### src/hw/rtl/i2c_master_write_sequencer_defines.svh
// Assertion macros used by the I2C master write sequencer engine RTL.
`ifndef I2C_MASTER_WRITE_SEQUENCER_DEFINES_SVH
`define I2C_MASTER_WRITE_SEQUENCER_DEFINES_SVH

// Same-cycle property, disabled while reset is asserted.
`define I2CMW_ASSERT(name, clk, rst_n, prop) \
  name: assert property (@(posedge clk) disable iff (!(rst_n)) (prop)) \
    else $error("i2cmw assertion failed");

// Condition in one cycle implies a consequence in the next.
`define I2CMW_ASSERT_NEXT(name, clk, rst_n, cond, conseq) \
  name: assert property (@(posedge clk) disable iff (!(rst_n)) (cond) |=> (conseq)) \
    else $error("i2cmw assertion failed");

`endif

### src/hw/rtl/i2cmw_pkg.sv
// Types and constants of the I2C master write sequencer.
`default_nettype none

package i2cmw_pkg;

  localparam int unsigned COUNT_BITS = 16;

  localparam logic [2:0] BIT_MSB = 3'd7;
  localparam logic [2:0] BIT_LSB = 3'd0;

  typedef enum logic [1:0] {
    ACT_BEGIN  = 2'd0,
    ACT_SUPPLY = 2'd1,
    ACT_TICK   = 2'd2,
    ACT_NOP    = 2'd3
  } action_e;

  typedef enum logic [1:0] {
    ST_NONE = 2'd0,
    ST_OK   = 2'd1,
    ST_NACK = 2'd2
  } status_e;

  typedef enum logic [5:0] {
    PH_IDLE  = 6'b000001,
    PH_START = 6'b000010,
    PH_BITS  = 6'b000100,
    PH_ACK   = 6'b001000,
    PH_WAIT  = 6'b010000,
    PH_STOP  = 6'b100000
  } phase_e;

  typedef struct packed {
    action_e     action;
    logic [6:0]  target_address;
    logic [15:0] byte_count;
    logic [7:0]  data_byte;
    logic        sda_sample;
  } item_t;

  typedef struct packed {
    logic    scl_drive_low;
    logic    sda_drive_low;
    logic    busy_res;
    logic    need_byte;
    status_e status;
  } result_t;

endpackage

`default_nettype wire

### src/hw/rtl/i2c_master_write_sequencer.sv
// I2C master write sequencer: input stage, bus engine and result register.
//
// Usage: every input beat carries one action: begin a write (target_address_i,
// byte_count_i), supply the next data byte (data_byte_i), or a tick
// that advances the SCL/SDA sequence and samples sda_sample_i. Action 3 is a
// no-op that still returns the current line state.
// Every accepted input beat yields exactly one output beat with the open-drain
// drive levels, busy flag, need_byte request and the finish status.
// The input register takes the beat, and the result register loads its result
// once the result slot is free. Throughput: one beat per cycle while
// out_ready_i stays high, set by the single-step next-state logic between the two registers.
// Stall: while out_ready_i is low a finished result holds in the result
// register and one further beat can still be taken into the input register;
// in_ready_o drops only when both are full.
// Reset (rst_ni low, asynchronous): engine idles with both lines released,
// byte counter and buffer cleared, no beats in flight.
`default_nettype none

module i2c_master_write_sequencer (
  input  wire logic        clk_i,
  input  wire logic        rst_ni,
  input  wire logic        in_valid_i,
  output logic             in_ready_o,
  input  wire logic [1:0]  action_i,
  input  wire logic [6:0]  target_address_i,
  input  wire logic [15:0] byte_count_i,
  input  wire logic [7:0]  data_byte_i,
  input  wire logic        sda_sample_i,
  output logic             out_valid_o,
  input  wire logic        out_ready_i,
  output logic             scl_drive_low_o,
  output logic             sda_drive_low_o,
  output logic             busy_res_o,
  output logic             need_byte_o,
  output logic [1:0]       status_o
);

  logic                 in_valid_q;
  i2cmw_pkg::item_t     in_item_q;
  logic                 out_valid_q;
  i2cmw_pkg::result_t   out_res_q;
  i2cmw_pkg::result_t   eng_res;
  logic                 advance;

  // Advance the held beat into the engine whenever the result slot is free.
  assign advance    = in_valid_q && (!out_valid_q || out_ready_i);
  assign in_ready_o = !in_valid_q || advance;

  always_ff @(posedge clk_i or negedge rst_ni) begin
    if (!rst_ni) begin
      in_valid_q <= 1'b0;
    end else if (in_ready_o) begin
      in_valid_q <= in_valid_i;
    end
  end

  // Capture the input beat; payload needs no reset.
  always_ff @(posedge clk_i) begin
    if (in_ready_o && in_valid_i) begin
      in_item_q.action         <= i2cmw_pkg::action_e'(action_i);
      in_item_q.target_address <= target_address_i;
      in_item_q.byte_count     <= byte_count_i;
      in_item_q.data_byte      <= data_byte_i;
      in_item_q.sda_sample     <= sda_sample_i;
    end
  end

  i2cmw_engine u_engine (
    .clk_i    (clk_i),
    .rst_ni   (rst_ni),
    .step_i   (advance),
    .item_i   (in_item_q),
    .result_o (eng_res)
  );

  // Result register: load on advance, drop valid once the beat is taken.
  always_ff @(posedge clk_i or negedge rst_ni) begin
    if (!rst_ni) begin
      out_valid_q <= 1'b0;
    end else if (advance) begin
      out_valid_q <= 1'b1;
    end else if (out_ready_i) begin
      out_valid_q <= 1'b0;
    end
  end

  always_ff @(posedge clk_i) begin
    if (advance) begin
      out_res_q <= eng_res;
    end
  end

  assign out_valid_o     = out_valid_q;
  assign scl_drive_low_o = out_res_q.scl_drive_low;
  assign sda_drive_low_o = out_res_q.sda_drive_low;
  assign busy_res_o      = out_res_q.busy_res;
  assign need_byte_o     = out_res_q.need_byte;
  assign status_o        = out_res_q.status;

endmodule

`default_nettype wire

### src/hw/rtl/i2cmw_engine.sv
// Bus sequencing state and the single-step next-state logic.
`default_nettype none

`include "i2c_master_write_sequencer_defines.svh"

module i2cmw_engine (
  input  wire logic               clk_i,
  input  wire logic               rst_ni,
  input  wire logic               step_i,
  input  wire i2cmw_pkg::item_t   item_i,
  output i2cmw_pkg::result_t      result_o
);

  i2cmw_pkg::phase_e                   phase_q, phase_d;
  logic [1:0]                          step_q, step_d;
  logic [2:0]                          bit_q, bit_d;
  logic [7:0]                          shift_q, shift_d;
  logic [7:0]                          pend_byte_q, pend_byte_d;
  logic                                pend_valid_q, pend_valid_d;
  logic [i2cmw_pkg::COUNT_BITS-1:0]    bytes_left_q, bytes_left_d;
  logic                                nack_q, nack_d;
  logic                                scl_low_q, scl_low_d;
  logic                                sda_low_q, sda_low_d;
  i2cmw_pkg::status_e                  status_d;
  logic                                busy_now;
  logic                                busy_nxt;

  always_comb begin
    phase_d      = phase_q;
    step_d       = step_q;
    bit_d        = bit_q;
    shift_d      = shift_q;
    pend_byte_d  = pend_byte_q;
    pend_valid_d = pend_valid_q;
    bytes_left_d = bytes_left_q;
    nack_d       = nack_q;
    scl_low_d    = scl_low_q;
    sda_low_d    = sda_low_q;
    status_d     = i2cmw_pkg::ST_NONE;
    busy_now     = (phase_q != i2cmw_pkg::PH_IDLE);

    case (item_i.action)
      i2cmw_pkg::ACT_BEGIN: begin
        if (!busy_now) begin
          shift_d      = {item_i.target_address, 1'b0};
          bytes_left_d = item_i.byte_count[i2cmw_pkg::COUNT_BITS-1:0];
          pend_valid_d = 1'b0;
          nack_d       = 1'b0;
          step_d       = 2'd0;
          bit_d        = i2cmw_pkg::BIT_MSB;
          phase_d      = i2cmw_pkg::PH_START;
        end
      end
      i2cmw_pkg::ACT_SUPPLY: begin
        if (busy_now && !pend_valid_q && (bytes_left_q != '0)) begin
          pend_byte_d  = item_i.data_byte;
          pend_valid_d = 1'b1;
        end
      end
      i2cmw_pkg::ACT_TICK: begin
        case (phase_q)
          i2cmw_pkg::PH_START: begin
            case (step_q)
              2'd0: begin sda_low_d = 1'b0; step_d = 2'd1; end
              2'd1: begin scl_low_d = 1'b0; step_d = 2'd2; end
              2'd2: begin sda_low_d = 1'b1; step_d = 2'd3; end
              default: begin
                scl_low_d = 1'b1;
                step_d    = 2'd0;
                bit_d     = i2cmw_pkg::BIT_MSB;
                phase_d   = i2cmw_pkg::PH_BITS;
              end
            endcase
          end
          i2cmw_pkg::PH_BITS: begin
            if (step_q == 2'd0) begin
              sda_low_d = ~shift_q[bit_q];
              step_d    = 2'd1;
            end else if (step_q == 2'd1) begin
              scl_low_d = 1'b0;
              step_d    = 2'd2;
            end else begin
              scl_low_d = 1'b1;
              step_d    = 2'd0;
              if (bit_q == i2cmw_pkg::BIT_LSB) begin
                phase_d = i2cmw_pkg::PH_ACK;
              end else begin
                bit_d = bit_q - 3'd1;
              end
            end
          end
          i2cmw_pkg::PH_ACK: begin
            if (step_q == 2'd0) begin
              sda_low_d = 1'b0;
              step_d    = 2'd1;
            end else if (step_q == 2'd1) begin
              scl_low_d = 1'b0;
              step_d    = 2'd2;
            end else begin
              scl_low_d = 1'b1;
              step_d    = 2'd0;
              if (item_i.sda_sample) begin
                nack_d  = 1'b1;
                phase_d = i2cmw_pkg::PH_STOP;
              end else if (bytes_left_q == '0) begin
                phase_d = i2cmw_pkg::PH_STOP;
              end else begin
                phase_d = i2cmw_pkg::PH_WAIT;
              end
            end
          end
          i2cmw_pkg::PH_WAIT: begin
            // Load the buffered byte and drive its MSB in the same step.
            if (pend_valid_q) begin
              shift_d      = pend_byte_q;
              pend_valid_d = 1'b0;
              bytes_left_d = bytes_left_q - {{(i2cmw_pkg::COUNT_BITS-1){1'b0}}, 1'b1};
              bit_d        = i2cmw_pkg::BIT_MSB;
              phase_d      = i2cmw_pkg::PH_BITS;
              sda_low_d    = ~pend_byte_q[i2cmw_pkg::BIT_MSB];
              step_d       = 2'd1;
            end
          end
          i2cmw_pkg::PH_STOP: begin
            if (step_q == 2'd0) begin
              sda_low_d = 1'b1;
              step_d    = 2'd1;
            end else if (step_q == 2'd1) begin
              scl_low_d = 1'b0;
              step_d    = 2'd2;
            end else begin
              sda_low_d    = 1'b0;
              step_d       = 2'd0;
              status_d     = nack_q ? i2cmw_pkg::ST_NACK : i2cmw_pkg::ST_OK;
              phase_d      = i2cmw_pkg::PH_IDLE;
              bytes_left_d = '0;
              pend_valid_d = 1'b0;
            end
          end
          default: ;
        endcase
      end
      default: ;
    endcase

    busy_nxt = (phase_d != i2cmw_pkg::PH_IDLE);
  end

  assign result_o.scl_drive_low = scl_low_d;
  assign result_o.sda_drive_low = sda_low_d;
  assign result_o.busy_res      = busy_nxt;
  assign result_o.need_byte     = busy_nxt && !pend_valid_d && (bytes_left_d != '0);
  assign result_o.status        = status_d;

  always_ff @(posedge clk_i or negedge rst_ni) begin
    if (!rst_ni) begin
      phase_q      <= i2cmw_pkg::PH_IDLE;
      step_q       <= 2'd0;
      bit_q        <= i2cmw_pkg::BIT_MSB;
      shift_q      <= '0;
      pend_valid_q <= 1'b0;
      bytes_left_q <= '0;
      nack_q       <= 1'b0;
      scl_low_q    <= 1'b0;
      sda_low_q    <= 1'b0;
    end else if (step_i) begin
      phase_q      <= phase_d;
      step_q       <= step_d;
      bit_q        <= bit_d;
      shift_q      <= shift_d;
      pend_valid_q <= pend_valid_d;
      bytes_left_q <= bytes_left_d;
      nack_q       <= nack_d;
      scl_low_q    <= scl_low_d;
      sda_low_q    <= sda_low_d;
    end
  end

  // Byte buffer: only read while its valid flag is set.
  always_ff @(posedge clk_i) begin
    if (step_i) begin
      pend_byte_q <= pend_byte_d;
    end
  end

  `I2CMW_ASSERT(a_idle_buffer_empty, clk_i, rst_ni,
    (phase_q != i2cmw_pkg::PH_IDLE) || !pend_valid_q)
  `I2CMW_ASSERT(a_step_range, clk_i, rst_ni,
    (phase_q == i2cmw_pkg::PH_START) || (step_q != 2'd3))
  `I2CMW_ASSERT(a_status_only_at_end, clk_i, rst_ni,
    !step_i || (result_o.status == i2cmw_pkg::ST_NONE) || !result_o.busy_res)
  `I2CMW_ASSERT_NEXT(a_stop_to_idle, clk_i, rst_ni,
    step_i && (item_i.action == i2cmw_pkg::ACT_TICK) &&
    (phase_q == i2cmw_pkg::PH_STOP) && (step_q == 2'd2),
    phase_q == i2cmw_pkg::PH_IDLE)

endmodule

`default_nettype wire
### config.mk
export PLATFORM = sky130hd
export DESIGN_NAME = i2c_master_write_sequencer
export DESIGN_NICKNAME = d
export VERILOG_FILES = /design/src/hw/rtl/i2cmw_pkg.sv /design/src/hw/rtl/i2c_master_write_sequencer.sv /design/src/hw/rtl/i2cmw_engine.sv
export VERILOG_INCLUDE_DIRS = /design/src /design/src/hw/rtl
export SDC_FILE = /design/constraint.sdc
export NUM_CORES = 1
export LEC_CHECK = 0
export BUFFER_PORTS_ARGS = -buffer_cell sky130_fd_sc_hd__clkbuf_2
export CORE_MARGIN = 2
export CORE_UTILIZATION = 50
export DETAILED_ROUTE_END_ITERATION = 16
export PLACE_DENSITY = 0.68
export SYNTH_ARGS = -nofsm -noshare
export SYNTH_HDL_FRONTEND = slang
export SYNTH_SLANG_ARGS = --single-unit
### constraint.sdc
create_clock -name clk_i -period 4.1 [get_ports clk_i]
set_input_delay 0.82 -clock clk_i [delete_from_list [all_inputs] [get_ports clk_i]]
set_output_delay 0.82 -clock clk_i [all_outputs]
set_load 0.01 [all_outputs]
==> impl_metrics.csv, run 1 <==
group,metric,value,unit
status,status,"finished clean",
layout,nNetsFinal,563,
timing,fmaxAchievable,280.0,MHz
synthesis,synth_warnings,0,
grt,grt_max_degree,42,
synthesis,synth_top_cells_by_area,"edfxtp_1, dfrtp_1, o21ai_0",
synthesis,syn-num-nets,520,
synthesis,syn_inst,474,
layout,layout_commonest_cell,"nand2_1",
clock_tree,cts_hold_buf,0,
layout,syn_to_final_growth,11.04,%
clock_tree,path_clk_slew,0.09,ns
grt,grt_remaining_overflow,0,
timing,skew,0.01110,ns
grt,grtUsageMet1,38.43,%
power,ir_worst_vdd,212.6,uV
die,std_cell_rows,35,
worst_setup_path,start_kind,"register",
timing,final_max_slew_viol_count,0,
placed_design,gp_congestion,0.9388,
layout,layout_common_cells,"nand2_1, o21ai_0, edfxtp_1",
grt,grt_pass1_wl,19820,um
grt,antenna_found_initial,0,
route,drc_errors,0,
synthesis,yosysTopAreaCell,"edfxtp_1",
route,wl,12330,um
synthesis,ys_types,65,
synthesis,syn-cell-area,4737,um^2
clock_tree,h-tree-depth,3,
synthesis,avgSynthCellArea,9.994,um^2
layout,drive_gt1_share,16.86,%
die,io_pins,46,
synthesis,ys.flop_type,"edfxtp_1",
grt,top_usage_layer,"met1",
synthesis,postSynth.asyncResetShare,46.07,%
route,ant_nets,0,
worst_hold_path,min-delay-path-class,"register to register",
synthesis,synth.top_cell.area_share,30.43,%
clock_tree,cts.sinks,89,
route,avgRoutedWirePerCell,19.48,um
worst_setup_path,required,4.23,ns
synthesis,synth_edf_count,48,
timing,rsz0062_at_grt,"no",
die,die_area,10270,um^2
die,initial_core_util,51.51,%
route,viasPerCell,6.371,
clock_tree,cts_tree,"done",
worst_setup_path,worst_setup_path_end_kind,"register",
layout,diodes,0,
die,fp.coreArea,9196,um^2
worst_setup_path,crit_path_max_fanout,9,
worst_setup_path,slowest_stage,"or4b_2",
grt,first_global_vias,3730,
layout,final_core_util,57.20,%
clock_tree,cts_resized,0,
grt,grt_use_total,25.44,%
timing,min_period,3.571,ns
clock_tree,clk_latency,0.37,ns
placed_design,dp_hpwl,8922,um
timing,period_share,87.11,%
synthesis,synth-seq-cells,89,
timing,setup_viol,0,
clock_tree,post-cts-setup-buffers,0,
route,dr.pass1.iters,5,
job,maxCapViolations,0,
worst_setup_path,cp_cell_sequence,"inv_1 > ha_1 > or4b_2 > a21oi_2 > a21oi_1 > o31a_1 > a2111oi_0 > nand4_1 > and3_1",
worst_setup_path,criticalPathCategory,"register to register",
clock_tree,cts_max_path_buffers,2,
grt,use_met3,5.452,%
placed_design,portBuffers,45,
power,p_leak,2.071,nW
worst_setup_path,critPathMaxStageDelay,0.75,ns
timing,relSlewSlack,22.27,%
clock_tree,cts_root_buf,"clkbuf_8",
grt,grtUsageMet2,36.32,%
worst_setup_path,critical_path_arrival,3.70,ns
clock_tree,cts_buffers,9,
power,powerDensity,358.8,nW/um^2
layout,fillers,822,
route,vias,4033,
synthesis,yosysSeqAreaShare,52.19,%
timing,hold_viol_final,0,
die,die_h,101.3,um
route,drtIter0Drc,405,
die,dieWidth,101.3,um
timing,tightest_slew,1.155,ns
timing,setup_tns,0,ns
-- Yosys cell counts (3+ instances only) --
master / n
o31ai_1: 3
a31oi_1: 10
xnor2_1: 4
edfxtp_1: 48
nor4_1: 10
nand3_1: 7
a211oi_1: 4
ha_1: 8
nand4_1: 3
nor3_1: 15
inv_1: 18
dfrtp_1: 37
xor2_1: 3
nand2b_1: 10
o21a_1: 5
or4_1: 8
o211ai_1: 3
a21oi_1: 32
nor2_1: 32
a22oi_1: 3
clkbuf_1: 17
and3_1: 9
dfstp_2: 4
a221o_1: 3
and2_1: 4
nand2_1: 56
o22ai_1: 5
mux2i_1: 8
o21ai_0: 51
buf_1: 3
-- power breakdown --
group | total, W | switching [W] | leakage (nW) | internal, W
registers | 0.00108 | 0.0000600 | 0.977 | 0.00102
logic | 0.000255 | 0.000156 | 1.01 | 0.0000988
clock network | 0.000556 | 0.000333 | 0.0799 | 0.000223
-- sequential cells by signal, indices dropped and copies added (netlist names), 2 cells and up --
register	cells
u_engine.phase_q	6
u_engine.shift_q	8
u_engine.pend_byte_q	8
u_engine.step_q	2
status_o	2
u_engine.bytes_left_q	16
u_engine.bit_q	3
in_item_q	34
-- kinds of logic (layout without fill, tap and decap cells) --
group                    after synthesis  in the layout  share of synthesized area, %
adder cells (fa/ha/maj)                8              8                         2.113
multiplexers                          11             11                         2.879
AND/OR/NAND/NOR                      175            175                         19.25
buffers and inverters                 40             88                         3.222
XOR/XNOR                               7              7                         1.294
flip-flops                            89             89                         52.19
AO/OA/AOI/OAI                        144            144                         19.04
-- through the flow --
stage / area (um^2) / cells / hold slack [ns] / power (W) / worst slack [ns]
final: 5260 / 633 / 0.4259 / 0.001887 / 0.5285
after global routing: 5260 / 633 / 0.4304 / 0.001976 / 0.4149
after CTS: 5260 / 633 / 0.4265 / 0.001895 / 0.6297
after detailed placement: 5084 / 617 / 0.4063 / 0.001344 / 0.6476
after global placement: 5084 / 617 / 0.4019 / 0.001341 / 0.7605
after floorplan: 4737 / 474 / 0.4003 / 0.001237 / 1.071
-- final timing paths --
kind	startpoint	to	slack, ns	cells past startpoint
max in group asynchronous	rst_ni	u_engine.shift_q[2]$_DFFE_PN0P_	2.79	1
min in group asynchronous	rst_ni	u_engine.sda_low_q$_DFFE_PN0P_	0.64	1
worst min register to register	in_item_q[1]$_DFFE_PP_	u_engine.pend_byte_q[0]$_DFFE_PP_	0.43	0
worst max register to register	u_engine.step_q[0]$_DFFE_PN0P_	need_byte_o$_DFFE_PP_	0.53	9
worst max-delay path	u_engine.step_q[0]$_DFFE_PN0P_	need_byte_o$_DFFE_PP_	0.53	9
worst min-delay path	in_item_q[1]$_DFFE_PP_	u_engine.pend_byte_q[0]$_DFFE_PP_	0.43	0
-- critical path: cells and delay by family (launching register included) --
| family | cells | cell delay [ns] |
|---|---|---|
| compound gates | 4 | 1.26 |
| fa+ha+maj | 1 | 0.30 |
| buf+inv | 1 | 0.12 |
| flops | 1 | 0.50 |
| simple gates | 3 | 1.14 |
-- routing by layer --
metal	wire (um)	part of all wire, %
met1	5661	46
met4	282	2.3
met5	0	0
met2	5194	42
met3	1193	9.7
-- cell type report --
class | instances | area, um^2 | share of cell area (%)
timing repair buffer | 54 | 292.8 | 5.566
sequential | 89 | 2472 | 47.00
tap | 111 | 138.9 | 2.640
clock buffer | 9 | 123.9 | 2.355
inverter | 18 | 67.56 | 1.284
multi-input combinational | 345 | 2112 | 40.15
clock inverter | 7 | 52.55 | 0.9990
Power figures use the tool's default switching activity.
==> run 2: changes to the inputs <==
- MAX_ROUTING_LAYER: unset -> met4
==> run 2 against run 1 <==
Worst setup slack improved by 0.019 ns. Register-to-register slack improved by 0.02 ns. Flip-flop and latch count did not move. Combinational power barely moved.
==> impl_metrics.csv, run 2 (synthesized netlist as in run 1, its figures left out) <==
group,metric,value,unit
clock_tree,path_clk_slew,0.10,ns
layout,regMostFlops,"in_item_q",
layout,largest_register_ffs,34,
timing,setup_tns,0,ns
layout,reg_top3,"in_item_q x34, u_engine.bytes_left_q x16",
worst_setup_path,required,4.21,ns
clock_tree,cts_max_path_buffers,2,
layout,syn_to_final_growth,12.73,%
worst_setup_path,critical_path_arrival,3.67,ns
die,die_h,101.3,um
die,io_pins,46,
worst_setup_path,worst_setup_path_end_kind,"register",
layout,final_core_util,58.07,%
layout,final_cell_count_no_fill,634,
clock_tree,cts_tree,"done",
timing,relSlewSlack,27.85,%
route,drtIter0Drc,441,
timing,tightest_slew,1.082,ns
route,ant_nets,0,
route,viasPerCell,6.284,
grt,grt_use_total,26.46,%
worst_setup_path,cp_cell_sequence,"inv_1 > ha_1 > or4b_2 > a21oi_2 > a21oi_1 > o31a_1 > a2111oi_0 > nand4_1 > and3_1",
power,p_leak,2.115,nW
grt,antenna_found_initial,0,
clock_tree,clk_latency,0.37,ns
route,drc_errors,0,
die,fp.coreArea,9196,um^2
layout,diodes,0,
timing,min_period,3.553,ns
route,vias,3984,
power,powerDensity,389.4,nW/um^2
layout,finalInstanceArea,5340,um^2
worst_setup_path,critPathMaxStageDelay,0.75,ns
placed_design,gp_congestion,0.9660,
clock_tree,cts_root_buf,"clkbuf_8",
layout,layout_commonest_cell,"nand2_1",
worst_setup_path,criticalPathCategory,"register to register",
die,std_cell_rows,35,
timing,hold_viol_final,0,
clock_tree,cts_resized,0,
die,initial_core_util,51.51,%
worst_setup_path,crit_path_max_fanout,9,
clock_tree,h-tree-depth,3,
layout,nNetsFinal,564,
clock_tree,cts_hold_buf,0,
timing,fmaxAchievable,281.5,MHz
placed_design,portBuffers,45,
die,dieWidth,101.3,um
timing,rsz0062_at_grt,"no",
clock_tree,cts_buffers,9,
status,status,"finished clean",
layout,drive_gt1_share,17.21,%
grt,grt_remaining_overflow,0,
clock_tree,cts.sinks,89,
placed_design,dp_hpwl,8925,um
worst_hold_path,min-delay-path-class,"register to register",
route,wl,12290,um
timing,final_max_slew_viol_count,0,
timing,setup_viol,0,
power,ir_worst_vdd,248.8,uV
timing,skew,0.02067,ns
placed_design,place_area,5091,um^2
job,maxCapViolations,0,
grt,grt_max_degree,42,
route,avgRoutedWirePerCell,19.39,um
placed_design,dpl.cell_count,618,
route,dr.pass1.iters,7,
worst_setup_path,start_kind,"register",
worst_setup_path,slowest_stage,"or4b_2",
grt,grt_pass1_wl,20160,um
layout,layout_common_cells,"nand2_1, o21ai_0, edfxtp_1",
die,die_area,10270,um^2
grt,first_global_vias,3811,
clock_tree,post-cts-setup-buffers,0,
timing,period_share,86.66,%
[run 2: cell types whose count changed in the layout (fill, tap and decap cells not counted)]
| cell | before | now |
|---|---|---|
| bufinv_16 | 0 | 3 |
| buf_4 | 9 | 10 |
| clkinv_1 | 1 | 0 |
| clkinv_4 | 1 | 0 |
| clkinvlp_4 | 3 | 2 |
| inv_6 | 2 | 1 |
| inv_8 | 0 | 1 |
[run 2: critical path, delay by kind of cell (launching register included)]
| kind | cells | cell delay [ns] |
|---|---|---|
| adders and majority gates | 1 | 0.31 |
| AOI/OAI and AO/OA | 4 | 1.21 |
| buffers and inverters | 1 | 0.13 |
| DFF | 1 | 0.52 |
| and+or+nand+nor | 3 | 1.12 |
[run 2: metal layers]
metal	GRT usage (%)	part of all wire, %
met5	-	0
met1	39.66	45
met2	37.24	44
met3	3.727	9.1
met4	8.212	1.4
[run 2: final timing paths]
check,startpoint,endpoint,slack [ns],depth (start not counted)
max in group asynchronous,rst_ni,u_engine.shift_q[3]$_DFFE_PN0P_,2.79,1
min,in_item_q[3]$_DFFE_PP_,u_engine.pend_byte_q[2]$_DFFE_PP_,0.43,0
min reg2reg,in_item_q[3]$_DFFE_PP_,u_engine.pend_byte_q[2]$_DFFE_PP_,0.43,0
min in group asynchronous,rst_ni,u_engine.bytes_left_q[10]$_DFFE_PN0P_,0.64,1
max,u_engine.step_q[0]$_DFFE_PN0P_,need_byte_o$_DFFE_PP_,0.55,9
max reg2reg,u_engine.step_q[0]$_DFFE_PN0P_,need_byte_o$_DFFE_PP_,0.55,9
[run 2: layout make-up]
type / instances / area, um^2
multi-input combinational: 345 / 2112
sequential: 89 / 2472
clock inverter: 7 / 125.1
timing repair buffer: 55 / 300.3
fill: 791 / 3856
inverter: 18 / 67.56
clock buffer: 9 / 123.9
tap: 111 / 138.9
[run 2: power by group]
part / switching (W) / internal, W
logic: 0.000154 / 0.0000988
registers: 0.0000614 / 0.00102
clock network: 0.000338 / 0.000411
[run 2: stage by stage]
step | power, W | hold slack, ns | setup WS (ns)
finish | 0.002079 | 0.4259 | 0.5471
global route | 0.002156 | 0.4342 | 0.3437
CTS | 0.002085 | 0.4280 | 0.6188
detailed placement | 0.001343 | 0.4061 | 0.6505
global placement | 0.001339 | 0.4016 | 0.7746
floorplan | 0.001237 | 0.4003 | 1.071
